[src/hw/rtl/fzcp_pkg.sv]
`timescale 1ns / 1ps

package fzcp_pkg;

  // Field widths
  localparam int HOP_W        = 13;
  localparam int FRAME_SIZE_W = 15;
  localparam int RATE_W       = 18;
  localparam int CHAN_W       = 2;
  localparam int POS_W        = 32;
  localparam int FNUM_W       = 32;
  localparam int CROSS_W      = 14;
  localparam int LEN_W        = 15;
  localparam int PITCH_W      = 21;
  localparam int CFG_IDX_W    = 2;
  localparam int CFG_DATA_W   = 18;

  // Parameter defaults
  localparam int DEF_MAX_OPEN    = 8;
  localparam int DEF_MAX_FRAME   = 16384;
  localparam int DEF_SAMPLE_BITS = 24;

  // Register reset values and defaults
  localparam int DEFAULT_HOP        = 512;
  localparam int DEFAULT_FRAME_HOPS = 4;
  localparam int RESET_FRAME_SIZE   = 0;
  localparam int RESET_RATE         = 48000;
  localparam int RESET_CHANNELS     = 1;

  // Pitch = crossings * rate * 8 / length, so Q4 over the factor of two
  localparam int PITCH_SH = 3;
  localparam int PROD_W   = POS_W + RATE_W;
  localparam int DIVD_W   = PROD_W + PITCH_SH;

  // Iteration counter for the serial remainder and quotient units
  localparam int STEP_W = 6;

  typedef enum logic [CFG_IDX_W-1:0] {
    REG_HOP_SIZE   = 2'd0,
    REG_FRAME_SIZE = 2'd1,
    REG_RATE       = 2'd2,
    REG_CHANNELS   = 2'd3
  } cfg_reg_t;

  typedef enum logic [3:0] {
    ST_IDLE,
    ST_MOD,
    ST_OPEN,
    ST_CHECK,
    ST_MUL,
    ST_DIV_INIT,
    ST_DIV,
    ST_EMIT,
    ST_FINISH
  } ctrl_state_t;

  typedef struct packed {
    logic take;      // ready for an input item
    logic mod_step;  // one bit of position modulo hop
    logic open;      // open a frame if on a hop boundary
    logic mul;       // multiply crossings by rate for the head frame
    logic div_init;  // set up the quotient unit
    logic div_step;  // one quotient bit
    logic emit;      // load the result register and drop the head frame
    logic finish;    // advance position or clear the clip
  } dp_cmd_t;

  typedef struct packed {
    logic in_valid;
    logic mod_last;
    logic close_head;
    logic div_last;
    logic out_free;
  } dp_status_t;

endpackage

[src/hw/rtl/fzcp_audio_if.sv]
`timescale 1ns / 1ps

interface fzcp_audio_if #(
  parameter int SAMPLE_BITS = fzcp_pkg::DEF_SAMPLE_BITS
);
  logic                          valid;
  logic                          ready;
  logic signed [SAMPLE_BITS-1:0] sample_first;
  logic signed [SAMPLE_BITS-1:0] sample_second;
  logic                          end_of_clip;

  modport source (output valid, sample_first, sample_second, end_of_clip, input ready);
  modport sink   (input valid, sample_first, sample_second, end_of_clip, output ready);
endinterface

[src/hw/rtl/fzcp_result_if.sv]
`timescale 1ns / 1ps

interface fzcp_result_if;
  logic                           valid;
  logic                           ready;
  logic [fzcp_pkg::FNUM_W-1:0]    frame_number;
  logic [fzcp_pkg::CROSS_W-1:0]   crossing_count;
  logic [fzcp_pkg::LEN_W-1:0]     frame_length;
  logic [fzcp_pkg::PITCH_W-1:0]   pitch_q4;
  logic                           last_frame;

  modport source (output valid, frame_number, crossing_count, frame_length, pitch_q4,
                  last_frame, input ready);
  modport sink   (input valid, frame_number, crossing_count, frame_length, pitch_q4,
                  last_frame, output ready);
endinterface

[src/hw/rtl/fzcp_cfg_if.sv]
`timescale 1ns / 1ps

interface fzcp_cfg_if;
  logic                            valid;
  logic                            ready;
  logic [fzcp_pkg::CFG_IDX_W-1:0]  reg_index;
  logic [fzcp_pkg::CFG_DATA_W-1:0] write_data;

  modport source (output valid, reg_index, write_data, input ready);
  modport sink   (input valid, reg_index, write_data, output ready);
endinterface

[src/hw/rtl/fzcp_ctrl.sv]
`timescale 1ns / 1ps

module fzcp_ctrl (
  input  logic                 clk,
  input  logic                 rst,
  input  fzcp_pkg::dp_status_t status,
  output fzcp_pkg::dp_cmd_t    cmd
);
  import fzcp_pkg::*;

  ctrl_state_t state;
  ctrl_state_t state_next;

  always_ff @(posedge clk) begin
    if (rst) begin
      state <= ST_IDLE;
    end else begin
      state <= state_next;
    end
  end

  always_comb begin
    state_next = state;
    case (state)
      ST_IDLE: begin
        if (status.in_valid) state_next = ST_MOD;
      end
      ST_MOD: begin
        if (status.mod_last) state_next = ST_OPEN;
      end
      ST_OPEN:     state_next = ST_CHECK;
      ST_CHECK: begin
        state_next = status.close_head ? ST_MUL : ST_FINISH;
      end
      ST_MUL:      state_next = ST_DIV_INIT;
      ST_DIV_INIT: state_next = ST_DIV;
      ST_DIV: begin
        if (status.div_last) state_next = ST_EMIT;
      end
      ST_EMIT: begin
        if (status.out_free) state_next = ST_CHECK;
      end
      ST_FINISH:   state_next = ST_IDLE;
      default:     state_next = ST_IDLE;
    endcase
  end

  always_comb begin
    cmd = '0;
    case (state)
      ST_IDLE:     cmd.take     = 1'b1;
      ST_MOD:      cmd.mod_step = 1'b1;
      ST_OPEN:     cmd.open     = 1'b1;
      ST_CHECK:    cmd          = '0;
      ST_MUL:      cmd.mul      = 1'b1;
      ST_DIV_INIT: cmd.div_init = 1'b1;
      ST_DIV:      cmd.div_step = 1'b1;
      ST_EMIT:     cmd.emit     = status.out_free;
      ST_FINISH:   cmd.finish   = 1'b1;
      default:     cmd          = '0;
    endcase
  end

endmodule

[src/hw/rtl/fzcp_dp.sv]
`timescale 1ns / 1ps

module fzcp_dp #(
  parameter int MAX_OPEN    = fzcp_pkg::DEF_MAX_OPEN,
  parameter int MAX_FRAME   = fzcp_pkg::DEF_MAX_FRAME,
  parameter int SAMPLE_BITS = fzcp_pkg::DEF_SAMPLE_BITS
) (
  input  logic                 clk,
  input  logic                 rst,
  fzcp_audio_if.sink           audio,
  fzcp_result_if.source        result,
  fzcp_cfg_if.sink             cfg,
  input  fzcp_pkg::dp_cmd_t    cmd,
  output fzcp_pkg::dp_status_t status
);
  import fzcp_pkg::*;

  localparam int PTR_W   = (MAX_OPEN > 1) ? $clog2(MAX_OPEN) : 1;
  localparam int CNT_W   = $clog2(MAX_OPEN + 1);
  localparam int CAP_W   = HOP_W + $clog2(MAX_OPEN + 1);
  localparam int FRAME_W = $clog2(MAX_FRAME + 1);
  localparam int MIX_W   = SAMPLE_BITS + 1;

  // Configuration registers
  logic [HOP_W-1:0]        hop_size;
  logic [FRAME_SIZE_W-1:0] frame_size;
  logic [RATE_W-1:0]       sample_rate_hz;
  logic [CHAN_W-1:0]       channel_count;

  // Clip state
  logic [POS_W-1:0]  sample_position;
  logic              previous_negative;
  logic [POS_W-1:0]  crossing_total;
  logic [FNUM_W-1:0] next_frame_number;
  logic [PTR_W-1:0]  head;
  logic [CNT_W-1:0]  open_count;
  logic              eoc;

  // Open frame store, read only at the head
  logic [POS_W-1:0] open_frame_start    [MAX_OPEN];
  logic [POS_W-1:0] open_frame_snapshot [MAX_OPEN];

  // Serial units
  logic [STEP_W-1:0]  step_cnt;
  logic [HOP_W-1:0]   mod_rem;
  logic [POS_W-1:0]   mod_shift;
  logic [PROD_W-1:0]  prod;
  logic [POS_W-1:0]   len_r;
  logic [POS_W-1:0]   cross_r;
  logic [FNUM_W-1:0]  fnum_r;
  logic               last_r;
  logic [POS_W-1:0]   div_rem;
  logic [PITCH_W-1:0] div_low;
  logic [PITCH_W-1:0] div_q;
  logic               div_sat;
  logic               div_zero;

  // Output register
  logic               out_valid;
  logic [FNUM_W-1:0]  out_fnum;
  logic [CROSS_W-1:0] out_cross;
  logic [LEN_W-1:0]   out_len;
  logic [PITCH_W-1:0] out_pitch;
  logic               out_last;

  // Effective hop and frame size
  logic [HOP_W-1:0]        hop_eff;
  logic [FRAME_SIZE_W-1:0] frame_raw;
  logic [CAP_W-1:0]        open_cap;
  logic [CAP_W-1:0]        frame_capped;
  logic [FRAME_W-1:0]      frame_eff;

  always_comb begin
    hop_eff      = (hop_size != '0) ? hop_size : HOP_W'(DEFAULT_HOP);
    frame_raw    = (frame_size != '0) ? frame_size
                                      : FRAME_SIZE_W'(hop_eff * DEFAULT_FRAME_HOPS);
    open_cap     = CAP_W'(hop_eff) * CAP_W'(MAX_OPEN);
    frame_capped = (CAP_W'(frame_raw) > open_cap) ? open_cap : CAP_W'(frame_raw);
    frame_eff    = (POS_W'(frame_capped) > POS_W'(MAX_FRAME)) ? FRAME_W'(MAX_FRAME)
                                                              : FRAME_W'(frame_capped);
  end

  // Mixed sign of the incoming item
  logic signed [MIX_W-1:0] mix;
  logic                    neg;
  logic                    accept;

  assign accept = audio.valid && cmd.take;
  always_comb begin
    mix = MIX_W'(audio.sample_first);
    if (channel_count[1]) mix = mix + MIX_W'(audio.sample_second);
    neg = mix[MIX_W-1];
  end

  // Store pointers and head frame values
  logic [CNT_W:0]    wr_sum;
  logic [PTR_W-1:0]  wr_ptr;
  logic [PTR_W-1:0]  head_inc;
  logic [POS_W-1:0]  head_len;
  logic [POS_W-1:0]  head_cross;

  always_comb begin
    wr_sum     = (CNT_W + 1)'(head) + (CNT_W + 1)'(open_count);
    wr_ptr     = (wr_sum >= (CNT_W + 1)'(MAX_OPEN)) ? PTR_W'(wr_sum - (CNT_W + 1)'(MAX_OPEN))
                                                    : PTR_W'(wr_sum);
    head_inc   = (head == PTR_W'(MAX_OPEN - 1)) ? '0 : head + 1'b1;
    head_len   = sample_position - open_frame_start[head] + 1'b1;
    head_cross = crossing_total - open_frame_snapshot[head];
  end

  // Serial step arithmetic
  logic [HOP_W:0]        mod_try;
  logic [POS_W:0]        div_try;
  logic [DIVD_W-1:0]     dividend;

  always_comb begin
    mod_try  = {mod_rem, mod_shift[POS_W-1]};
    div_try  = {div_rem, div_low[PITCH_W-1]};
    dividend = {prod, PITCH_SH'(0)};
  end

  assign status.in_valid   = audio.valid;
  assign status.mod_last   = (step_cnt == '0);
  assign status.div_last   = (step_cnt == '0);
  assign status.out_free   = !out_valid || result.ready;
  assign status.close_head = (open_count != '0) &&
                             (eoc || (head_len >= POS_W'(frame_eff)));

  // Configuration port
  assign cfg.ready = 1'b1;

  always_ff @(posedge clk) begin
    if (rst) begin
      hop_size       <= HOP_W'(DEFAULT_HOP);
      frame_size     <= FRAME_SIZE_W'(RESET_FRAME_SIZE);
      sample_rate_hz <= RATE_W'(RESET_RATE);
      channel_count  <= CHAN_W'(RESET_CHANNELS);
    end else if (cfg.valid) begin
      case (cfg_reg_t'(cfg.reg_index))
        REG_HOP_SIZE:   hop_size       <= cfg.write_data[HOP_W-1:0];
        REG_FRAME_SIZE: frame_size     <= cfg.write_data[FRAME_SIZE_W-1:0];
        REG_RATE:       sample_rate_hz <= cfg.write_data[RATE_W-1:0];
        REG_CHANNELS:   channel_count  <= cfg.write_data[CHAN_W-1:0];
        default:        hop_size       <= hop_size;
      endcase
    end
  end

  // Clip state
  always_ff @(posedge clk) begin
    if (rst) begin
      sample_position   <= '0;
      previous_negative <= 1'b0;
      crossing_total    <= '0;
      next_frame_number <= '0;
      head              <= '0;
      open_count        <= '0;
    end else begin
      if (accept) begin
        if (sample_position != '0 && neg != previous_negative) begin
          crossing_total <= crossing_total + 1'b1;
        end
        previous_negative <= neg;
      end
      if (cmd.open && mod_rem == '0 && open_count < CNT_W'(MAX_OPEN)) begin
        open_count        <= open_count + 1'b1;
        next_frame_number <= next_frame_number + 1'b1;
      end
      if (cmd.emit) begin
        head       <= head_inc;
        open_count <= open_count - 1'b1;
      end
      if (cmd.finish) begin
        if (eoc) begin
          sample_position   <= '0;
          previous_negative <= 1'b0;
          crossing_total    <= '0;
          next_frame_number <= '0;
          head              <= '0;
          open_count        <= '0;
        end else begin
          sample_position <= sample_position + 1'b1;
        end
      end
    end
  end

  always_ff @(posedge clk) begin
    if (cmd.open && mod_rem == '0 && open_count < CNT_W'(MAX_OPEN)) begin
      open_frame_start[wr_ptr]    <= sample_position;
      open_frame_snapshot[wr_ptr] <= crossing_total;
    end
  end

  // Serial remainder, quotient and multiplier
  always_ff @(posedge clk) begin
    if (accept) begin
      eoc       <= audio.end_of_clip;
      mod_rem   <= '0;
      mod_shift <= sample_position;
      step_cnt  <= STEP_W'(POS_W - 1);
    end
    if (cmd.mod_step) begin
      mod_rem   <= (mod_try >= {1'b0, hop_eff}) ? HOP_W'(mod_try - {1'b0, hop_eff})
                                                : HOP_W'(mod_try);
      mod_shift <= {mod_shift[POS_W-2:0], 1'b0};
      step_cnt  <= step_cnt - 1'b1;
    end
    if (cmd.mul) begin
      prod    <= PROD_W'(head_cross) * PROD_W'(sample_rate_hz);
      len_r   <= head_len;
      cross_r <= head_cross;
      fnum_r  <= next_frame_number - FNUM_W'(open_count);
      last_r  <= eoc && (open_count == CNT_W'(1));
    end
    if (cmd.div_init) begin
      div_rem  <= dividend[DIVD_W-1:PITCH_W];
      div_low  <= dividend[PITCH_W-1:0];
      div_q    <= '0;
      div_zero <= (len_r == '0);
      div_sat  <= (dividend[DIVD_W-1:PITCH_W] >= len_r);
      step_cnt <= STEP_W'(PITCH_W - 1);
    end
    if (cmd.div_step) begin
      div_rem  <= (div_try >= {1'b0, len_r}) ? POS_W'(div_try - {1'b0, len_r})
                                             : POS_W'(div_try);
      div_q    <= {div_q[PITCH_W-2:0], (div_try >= {1'b0, len_r})};
      div_low  <= {div_low[PITCH_W-2:0], 1'b0};
      step_cnt <= step_cnt - 1'b1;
    end
  end

  // Result register
  always_ff @(posedge clk) begin
    if (rst) begin
      out_valid <= 1'b0;
    end else if (cmd.emit) begin
      out_valid <= 1'b1;
    end else if (result.ready) begin
      out_valid <= 1'b0;
    end
  end

  always_ff @(posedge clk) begin
    if (cmd.emit) begin
      out_fnum  <= fnum_r;
      out_cross <= (|cross_r[POS_W-1:CROSS_W]) ? '1 : cross_r[CROSS_W-1:0];
      out_len   <= (|len_r[POS_W-1:LEN_W]) ? '1 : len_r[LEN_W-1:0];
      out_pitch <= div_zero ? '0 : (div_sat ? '1 : div_q);
      out_last  <= last_r;
    end
  end

  assign audio.ready           = cmd.take;
  assign result.valid          = out_valid;
  assign result.frame_number   = out_fnum;
  assign result.crossing_count = out_cross;
  assign result.frame_length   = out_len;
  assign result.pitch_q4       = out_pitch;
  assign result.last_frame     = out_last;

endmodule

[src/hw/rtl/framed_zero_crossing_pitch.sv]
`timescale 1ns / 1ps

// Framed zero-crossing pitch estimator.
// audio: one item per sample (sample_first, sample_second, end_of_clip). With
//   channel_count bit 1 set the two samples are summed; only the mix sign counts.
// pitch: one item per finished frame, oldest first, with frame number, crossing
//   count, frame length, pitch in Hz (Q4, floor) and last_frame on the final
//   result of an end-of-clip item.
// cfg: register writes (hop_size, frame_size, sample_rate_hz, channel_count);
//   always ready. Write only while no item is in flight.
// Sequence: one item at a time. An item with no result passes through accept,
//   the bit-serial position-modulo-hop unit, frame open, close check and
//   finish. Each frame that closes adds multiply, setup, the bit-serial
//   quotient unit, the result load and the next close check.
// A result sits in an output register while the next result is computed; if
//   the receiver stalls, the block holds in the result load until the register
//   frees, and the audio side stays not ready.
// Reset: registers return to hop 512, frame size 0 (four hops), 48000 Hz, one
//   channel; clip state and the result valid flag clear. The open frame store
//   needs no clearing pass; only written entries are read.
module framed_zero_crossing_pitch #(
  parameter int MAX_OPEN    = fzcp_pkg::DEF_MAX_OPEN,
  parameter int MAX_FRAME   = fzcp_pkg::DEF_MAX_FRAME,
  parameter int SAMPLE_BITS = fzcp_pkg::DEF_SAMPLE_BITS
) (
  input  logic          clk,
  input  logic          rst,
  fzcp_audio_if.sink    audio,
  fzcp_result_if.source pitch,
  fzcp_cfg_if.sink      cfg
);
  import fzcp_pkg::*;

  // Controller drives the datapath through one command word and reads status.
  dp_cmd_t    cmd;
  dp_status_t status;

  fzcp_ctrl u_ctrl (
    .clk    (clk),
    .rst    (rst),
    .status (status),
    .cmd    (cmd)
  );

  // Datapath holds the registers, clip state, frame store and serial units.
  fzcp_dp #(
    .MAX_OPEN    (MAX_OPEN),
    .MAX_FRAME   (MAX_FRAME),
    .SAMPLE_BITS (SAMPLE_BITS)
  ) u_dp (
    .clk    (clk),
    .rst    (rst),
    .audio  (audio),
    .result (pitch),
    .cfg    (cfg),
    .cmd    (cmd),
    .status (status)
  );

endmodule
[src/flat_wrapper.sv]
// flat-port wrapper written by rule: the top's interface ports become plain ports
module framed_zero_crossing_pitch_flat import fzcp_pkg::*;
#(
  parameter int MAX_OPEN    = fzcp_pkg::DEF_MAX_OPEN,
  parameter int MAX_FRAME   = fzcp_pkg::DEF_MAX_FRAME,
  parameter int SAMPLE_BITS = fzcp_pkg::DEF_SAMPLE_BITS
)
  (clk, rst, audio_valid, audio_sample_first, audio_sample_second, audio_end_of_clip, audio_ready, pitch_valid, pitch_frame_number, pitch_crossing_count, pitch_frame_length, pitch_pitch_q4, pitch_last_frame, pitch_ready, cfg_valid, cfg_reg_index, cfg_write_data, cfg_ready);
  fzcp_audio_if #(.SAMPLE_BITS(SAMPLE_BITS)) audio_i ();
  fzcp_result_if pitch_i ();
  fzcp_cfg_if cfg_i ();
  input  logic clk;
  input  logic rst;
  input wire logic [$bits(audio_i.valid)-1:0] audio_valid;
  input wire logic [$bits(audio_i.sample_first)-1:0] audio_sample_first;
  input wire logic [$bits(audio_i.sample_second)-1:0] audio_sample_second;
  input wire logic [$bits(audio_i.end_of_clip)-1:0] audio_end_of_clip;
  output wire logic [$bits(audio_i.ready)-1:0] audio_ready;
  output wire logic [$bits(pitch_i.valid)-1:0] pitch_valid;
  output wire logic [$bits(pitch_i.frame_number)-1:0] pitch_frame_number;
  output wire logic [$bits(pitch_i.crossing_count)-1:0] pitch_crossing_count;
  output wire logic [$bits(pitch_i.frame_length)-1:0] pitch_frame_length;
  output wire logic [$bits(pitch_i.pitch_q4)-1:0] pitch_pitch_q4;
  output wire logic [$bits(pitch_i.last_frame)-1:0] pitch_last_frame;
  input wire logic [$bits(pitch_i.ready)-1:0] pitch_ready;
  input wire logic [$bits(cfg_i.valid)-1:0] cfg_valid;
  input wire logic [$bits(cfg_i.reg_index)-1:0] cfg_reg_index;
  input wire logic [$bits(cfg_i.write_data)-1:0] cfg_write_data;
  output wire logic [$bits(cfg_i.ready)-1:0] cfg_ready;
  assign audio_i.valid = audio_valid;
  assign audio_i.sample_first = audio_sample_first;
  assign audio_i.sample_second = audio_sample_second;
  assign audio_i.end_of_clip = audio_end_of_clip;
  assign audio_ready = audio_i.ready;
  assign pitch_valid = pitch_i.valid;
  assign pitch_frame_number = pitch_i.frame_number;
  assign pitch_crossing_count = pitch_i.crossing_count;
  assign pitch_frame_length = pitch_i.frame_length;
  assign pitch_pitch_q4 = pitch_i.pitch_q4;
  assign pitch_last_frame = pitch_i.last_frame;
  assign pitch_i.ready = pitch_ready;
  assign cfg_i.valid = cfg_valid;
  assign cfg_i.reg_index = cfg_reg_index;
  assign cfg_i.write_data = cfg_write_data;
  assign cfg_ready = cfg_i.ready;
  framed_zero_crossing_pitch #(.MAX_OPEN(MAX_OPEN), .MAX_FRAME(MAX_FRAME), .SAMPLE_BITS(SAMPLE_BITS)) u_core (.clk(clk), .rst(rst), .audio(audio_i), .pitch(pitch_i), .cfg(cfg_i));
endmodule
[config.mk]
export PLATFORM = sky130hd
export DESIGN_NAME = framed_zero_crossing_pitch_flat
export DESIGN_NICKNAME = d
export VERILOG_FILES = /design/src/hw/rtl/fzcp_pkg.sv /design/src/hw/rtl/fzcp_audio_if.sv /design/src/hw/rtl/fzcp_result_if.sv /design/src/hw/rtl/fzcp_cfg_if.sv /design/src/hw/rtl/fzcp_ctrl.sv /design/src/hw/rtl/fzcp_dp.sv /design/src/hw/rtl/framed_zero_crossing_pitch.sv /design/src/flat_wrapper.sv
export SDC_FILE = /design/constraint.sdc
export NUM_CORES = 2
export LEC_CHECK = 0
export BUFFER_PORTS_ARGS = -buffer_cell sky130_fd_sc_hd__buf_2
export CORE_MARGIN = 3
export CORE_UTILIZATION = 55
export CTS_BUF_LIST = sky130_fd_sc_hd__clkbuf_2
export CTS_CLUSTER_DIAMETER = 60
export DETAILED_ROUTE_END_ITERATION = 12
export HOLD_SLACK_MARGIN = 0.05
export PLACE_DENSITY_LB_ADDON = 0.15
export SYNTH_ARGS = -nofsm -noshare
export SYNTH_HDL_FRONTEND = slang
export SYNTH_SLANG_ARGS = --single-unit
[constraint.sdc]
create_clock -name clk -period 11.7 [get_ports clk]
set_input_delay 0.585 -clock clk [delete_from_list [all_inputs] [get_ports clk]]
set_output_delay 0.585 -clock clk [all_outputs]
set_load 0.01 [all_outputs]
; ---- Word level (Yosys, flattened, before mapping)
; Memory sizes are Yosys's and may differ from the RTL's. A register that Yosys moved wholly into a read port is not among the register bits.
; Cells that the tools add are included.
[op_classes]
add_sub_neg = 16
multipliers = 1
div = 0
order_cmp = 8
eq_ne = 18
n_shift = 0
n_mux = 62
bitwise = 0
n_reduce_logical = 29
[op_table]
columns = operator, n
row1 = $mux W32, 13
row2 = $add A32 B1 Y32 const B, 4
row3 = $mux W21, 5
row4 = $sub A32 B32 Y32, 3
row5 = $mux W13, 4
row6 = $mul A32 B18 Y50, 1
row7 = $mux W4, 9
row8 = $ge A33 B32 Y1, 1
row9 = $ge A32 B15 Y1, 1
row10 = $ge A32 B32 Y1, 1
row11 = $logic_not A32 Y1, 1
row12 = $pmux W4 S8, 1
row13 = $reduce_bool A32 Y1, 1
row14 = $sub A32 B4 Y32, 1
row15 = $mux W15, 2
row16 = $add A24 B24 Y25, 1
row17 = $mux W25, 1
row18 = $mux W6, 4
row19 = $mux W3, 7
row20 = $reduce_or A18 Y1, 1
row21 = $reduce_or A17 Y1, 1
row22 = $eq A4 B3 Y1 const B, 4
row23 = $gt A15 B16 Y1, 1
row24 = $gt A16 B15 Y1 const B, 1
row25 = 34 further kinds, 65
[word_totals]
reg_bits = 512
latch_bits = 0
ram_bits = 512
romBits = 0
output_inout_bits = 86
word_cells = 169
memories = 2
[memory_table]
columns = name, depth, word_bits, read_ports, rd_clocked_by_memory_dff, wr, line
row1 = u_core.u_dp.open_frame_snapshot, 8, 32, 1, 1, 1, fzcp_dp.sv:41  ; logic [POS_W-1:0] open_frame_snapshot [MAX_OPEN];
row2 = u_core.u_dp.open_frame_start, 8, 32, 1, 1, 1, fzcp_dp.sv:40  ; logic [POS_W-1:0] open_frame_start [MAX_OPEN];

; ---- Longest topological paths before layout
[depth]
word_depth = 12
depth_mapped = 41
mapped_depth_nobuf = 37

; ---- By module
; A second synthesis with hierarchy kept.
[unflattened]
hier_cells = 5716
hier_area_um2 = 65893.2
[by_module_without_submodules]
columns = mod, n_inst, cells_each, area_per_inst_um2, seq_area_each_um2
row1 = fzcp_dp, 1, 5679, 65581.6, 29067.9
row2 = fzcp_ctrl, 1, 37, 311.5, 80.1

; ---- Worst setup path before layout
; OpenSTA, ideal clock, no wires.
[synth_path]
path_type = reg-to-reg
startpoint = reg u_core.u_ctrl.state[2]
endpoint = reg u_core.u_dp.cross_r[0], enable pin
setup_ns = 0.833
t_arrival_ns = 10.693
required_ns = 10.867
slack_ns = 0.174
path_stages_with_launch = 4
n_path_buf = 1
period_less_slack_ns = 11.526
cell_sequence = dfxtp_1 -> clkbuf_1 -> nand2b_1 -> nor3_1
[synth_via]
elab_chain_cells = 2
[synth_rtl]
columns = item, line
row1 = "start, declared", fzcp_ctrl.sv:11  ; ctrl_state_t state;
row2 = "start signal, assigned", fzcp_ctrl.sv:18  ; state <= state_next;
row3 = $eq A4 B3 Y1, fzcp_ctrl.sv:50  ; case (state)
row4 = $mux W1, fzcp_ctrl.sv:50
row5 = "end signal, assigned", fzcp_dp.sv:212  ; cross_r <= head_cross;
row6 = "end, declared", fzcp_dp.sv:49  ; logic [POS_W-1:0] cross_r;
; No other way between the ends.
; A chain may end at the register's enable or synchronous reset.

==> results.py <==
metrics = {
    "logic_synthesis": {
        "synth_top_cells_by_count": "edfxtp_1, nand2_1, inv_1",
        "synth.largest_area_cell": "edfxtp_1",
        "yosys.area.top_type_share_pct": 39.75,
        "synthTopCellsByArea": "edfxtp_1, fa_1, ha_1",
        "seq_area_frac_synth_pct": 44.55,
        "ys_warn_count": 0,
        "syn-num-nets": 6555,
        "synth_edf_count": 866,
        "async_reset_ff_share_pct": 0,
        "syn_area_mm2": 0.06542,
        "postSynthAreaPerCell_um2": 11.61,
        "post-synth-top-count-cell": "edfxtp_1",
        "ys_types": 88,
        "yosys_register_bits": 1023,
        "synth_ff_type": "edfxtp_1",
        "postSynthCellCount": 5636,
    },
    "drt": {
        "num_vias": 44530,
        "drt_wl_total_mm": 164.1,
        "drtAntennaViolNets": 0,
        "drt_iter0_drc": 3325,
        "drc": 0,
        "wl_per_cell_um": 21.15,
        "viasPerCell": 5.741,
        "drt-pass1-iter-count": 7,
    },
    "critical_path": {
        "r2r_setup_slack_ps": 930,
        "crit_slowest_cell": "a2111oi_1",
        "crit_type": "register to register",
        "end_kind": "register",
        "critPathRequiredTime_ps": 13110,
        "crit_path_start_kind": "register",
        "cp.buffers_inverters": 7,
        "crit_arrival_ps": 12180,
        "cp_top_family": "compound AO/OA/AOI/OAI gates",
        "crit_path_frequent_cell": "fa_1",
        "r2r_start": "u_core.u_dp.head[0]$_SDFF_PP0_",
        "worstReg2RegEnd": "u_core.u_dp.prod[46]$_DFFE_PP_",
        "worst_r2r_path_depth": 37,
        "crit_fanout": 30,
        "critPathMaxStageDelay_ps": 650,
    },
    "timing": {
        "grt_setup_unrepaired": "no",
        "setup-tns-final_ps": 0,
        "fin_skew_ps": 215.8,
        "post-route-min-period_ps": 10770,
        "clock.fmax_ghz": 0.09285,
        "holdWs_ps": 326.4,
        "finalSetupViolations": 0,
        "finalHoldViolations": 0,
        "period_share_pct": 92.05,
        "drv_slew": 0,
        "worst_slew_pin_slew_ps": 1190,
        "maxSlewHeadroom_pct": 20.30,
    },
    "cts": {
        "clk_path_buf_depth": 4,
        "clk_latency_ps": 1700,
        "h-tree-depth": 5,
        "cts_sinks": 1023,
        "cts_buffers": 284,
        "clk_pin_slew_ps": 110,
        "post-cts-setup-buffers": 0,
        "cts_tree": "yes",
        "cts_root_buf": "clkbuf_2",
    },
    "global_routing": {
        "grt_usage_pct": 27.21,
        "grt_max_degree": 98,
        "grt_pass1_vias": 45520,
        "overflow": 0,
        "antenna_found_initial": 4,
        "grt_pass1_wl_mm": 257.5,
    },
    "floorplanning": {
        "initial_core_util_pct": 55.85,
        "dieHeight_um": 350.9,
        "core_region_area_mm2": 0.1171,
        "die-area_mm2": 0.1231,
        "row_count": 125,
        "die-width_um": 350.9,
        "io_pins": 160,
    },
    "pwr": {
        "pwr-share-seq_pct": 53.7,
        "p_leak_uw": 0.02977,
        "power_density_mw_per_mm2": 110.8,
        "p_switching_uw": 2275,
        "swShare_pct": 28.72,
        "irDropWorstVdd_mv": 0.08611,
        "p_clk_share_pct": 32.7,
        "cell_internal_pwr_uw": 5647,
        "p_comb_share_pct": 13.6,
    },
    "layout": {
        "nFillCells": 9519,
        "fin_nets": 6945,
        "area_delta_synth_final_pct": 9.335,
        "drive_gt1_share_pct": 14.45,
    },
    "placement": {
        "gp_congestion": 0.9208,
        "dp_hpwl_mm": 112.6,
        "io_buffers": 158,
    },
    "run": {
        "maxCapViolCount": 0,
    },
    "worst_hold_path": {
        "min_path_cells": 3,
        "hold_path_class": "input pin to register",
        "min_from": "audio_end_of_clip",
        "holdPathEnd": "u_core.u_dp.eoc$_DFFE_PP_",
    },
    "run_status": {
        "outcome": "completed",
    },
}
==> worst max-delay path by stage <==
stage               depth (start not counted)                           startpoint                          endpoint  slack (ps)
global route                               38       u_core.u_dp.head[0]$_SDFF_PP0_    u_core.u_dp.prod[46]$_DFFE_PP_          90
floorplan                                   3  u_core.u_ctrl.state[2]$_SDFFE_PP0P_  u_core.u_dp.cross_r[0]$_DFFE_PP_         170
detailed placement                         37       u_core.u_dp.head[0]$_SDFF_PP0_    u_core.u_dp.prod[46]$_DFFE_PP_         770
finish                                     37       u_core.u_dp.head[0]$_SDFF_PP0_    u_core.u_dp.prod[46]$_DFFE_PP_         930
CTS                                        37       u_core.u_dp.head[0]$_SDFF_PP0_    u_core.u_dp.prod[46]$_DFFE_PP_         750
global placement                           37       u_core.u_dp.head[0]$_SDFF_PP0_    u_core.u_dp.prod[44]$_DFFE_PP_        1010
==> per-layer routing <==
metal	vias to the layer above	wire (um)	global-route usage [%]
met5	-	0	0
met4	0	5028	9.980
met3	323	11810	5.163
met2	1562	76130	42.22
met1	22370	71080	38.48
li1	20270	-	-
==> area by class of cell <==
| class | instances | area (um^2) | area share (%) |
|---|---|---|---|
| multi-input combinational | 3698 | 33000 | 46.14 |
| inverter | 689 | 2589 | 3.619 |
| tap | 1524 | 1907 | 2.666 |
| antenna | 11 | 27.53 | 0.03848 |
| sequential | 1023 | 29170 | 40.78 |
| timing repair buffer | 330 | 2292 | 3.205 |
| clock buffer | 412 | 2062 | 2.883 |
| clock inverter | 69 | 476.7 | 0.6665 |
==> power groups by stage <==
stage               Sequential, uW  Clock (uW)  Combinational, uW
finish                        4250        2590               1070
global route                  4270        2870               1200
detailed placement            4330           0               1040
floorplan                     4300           0                759
global placement              4330           0               1030
CTS                           4250        2680               1070
==> sequential cells by signal (all words and copies together) (netlist names), 6 cells and up <==
signal and flops:
u_core.u_dp.sample_rate_hz 18, u_core.u_dp.next_frame_number 32, u_core.u_dp.mod_rem 13, u_core.u_dp.frame_size 15
u_core.u_dp.div_low 18, u_core.u_dp.cross_r 32, u_core.u_dp.mod_shift 32, u_core.u_dp.hop_size 13
u_core.u_dp.result.crossing_count 14, u_core.u_dp.fnum_r 32, u_core.u_dp.prod 50, u_core.u_dp.result.frame_length 15
u_core.u_dp.crossing_total 32, u_core.u_dp.step_cnt 6, u_core.u_dp.result.pitch_q4 21, u_core.u_dp.sample_position 32
u_core.u_dp.div_rem 32, u_core.u_dp.div_q 21, u_core.u_dp.open_frame_snapshot 256, u_core.u_dp.len_r 32
u_core.u_dp.open_frame_start 256, u_core.u_dp.result.frame_number 32
==> cell families after synthesis <==
logic type | synth area share [%]
adder cells (fa/ha/maj) | 21.74
buffers and inverters | 5.294
flip-flops | 44.55
other | 0.005732
XOR/XNOR | 2.785
AO/OA/AOI/OAI | 6.805
multiplexers | 6.153
AND/OR/NAND/NOR | 12.67
==> cell usage in the layout, fill, tap and decap left out, types with 158 or more instances in the layout <==
| master | n |
|---|---|
| a21oi_1 | 203 |
| and2_1 | 246 |
| buf_2 | 158 |
| clkbuf_2 | 412 |
| edfxtp_1 | 866 |
| fa_1 | 486 |
| ha_1 | 359 |
| inv_1 | 686 |
| nand2_1 | 698 |
| nor2_1 | 290 |
==> tightest hold or removal path, delay by kind of cell <==
family                 cells  cell delay [ps]
buffers and inverters      3             1220
==> through the flow <==
stage	total power, uW	setup WS (ps)	utilization (%)	cell area [um^2]	cells
after CTS	8006	749.2	61.04	71500	7745
after detailed placement	5373	773.2	58.19	68170	7185
final	7922	930.2	61.06	71530	7756
after global routing	8337	89.52	61.06	71530	7756
after global placement	5357	1009	58.19	68170	7185
after floorplan	5061	173.8	-	65420	5636
==> repair_timing <==
| item | CTS | global route |
|---|---|---|
| endpoints found under the setup margin | 0 | 1 |
| hold endpoints to repair | 118 | 0 |
| hold buffers | 79 | 0 |
| resized for setup | 0 | 1 |
Note: power is estimated with default switching activity, not from simulation.
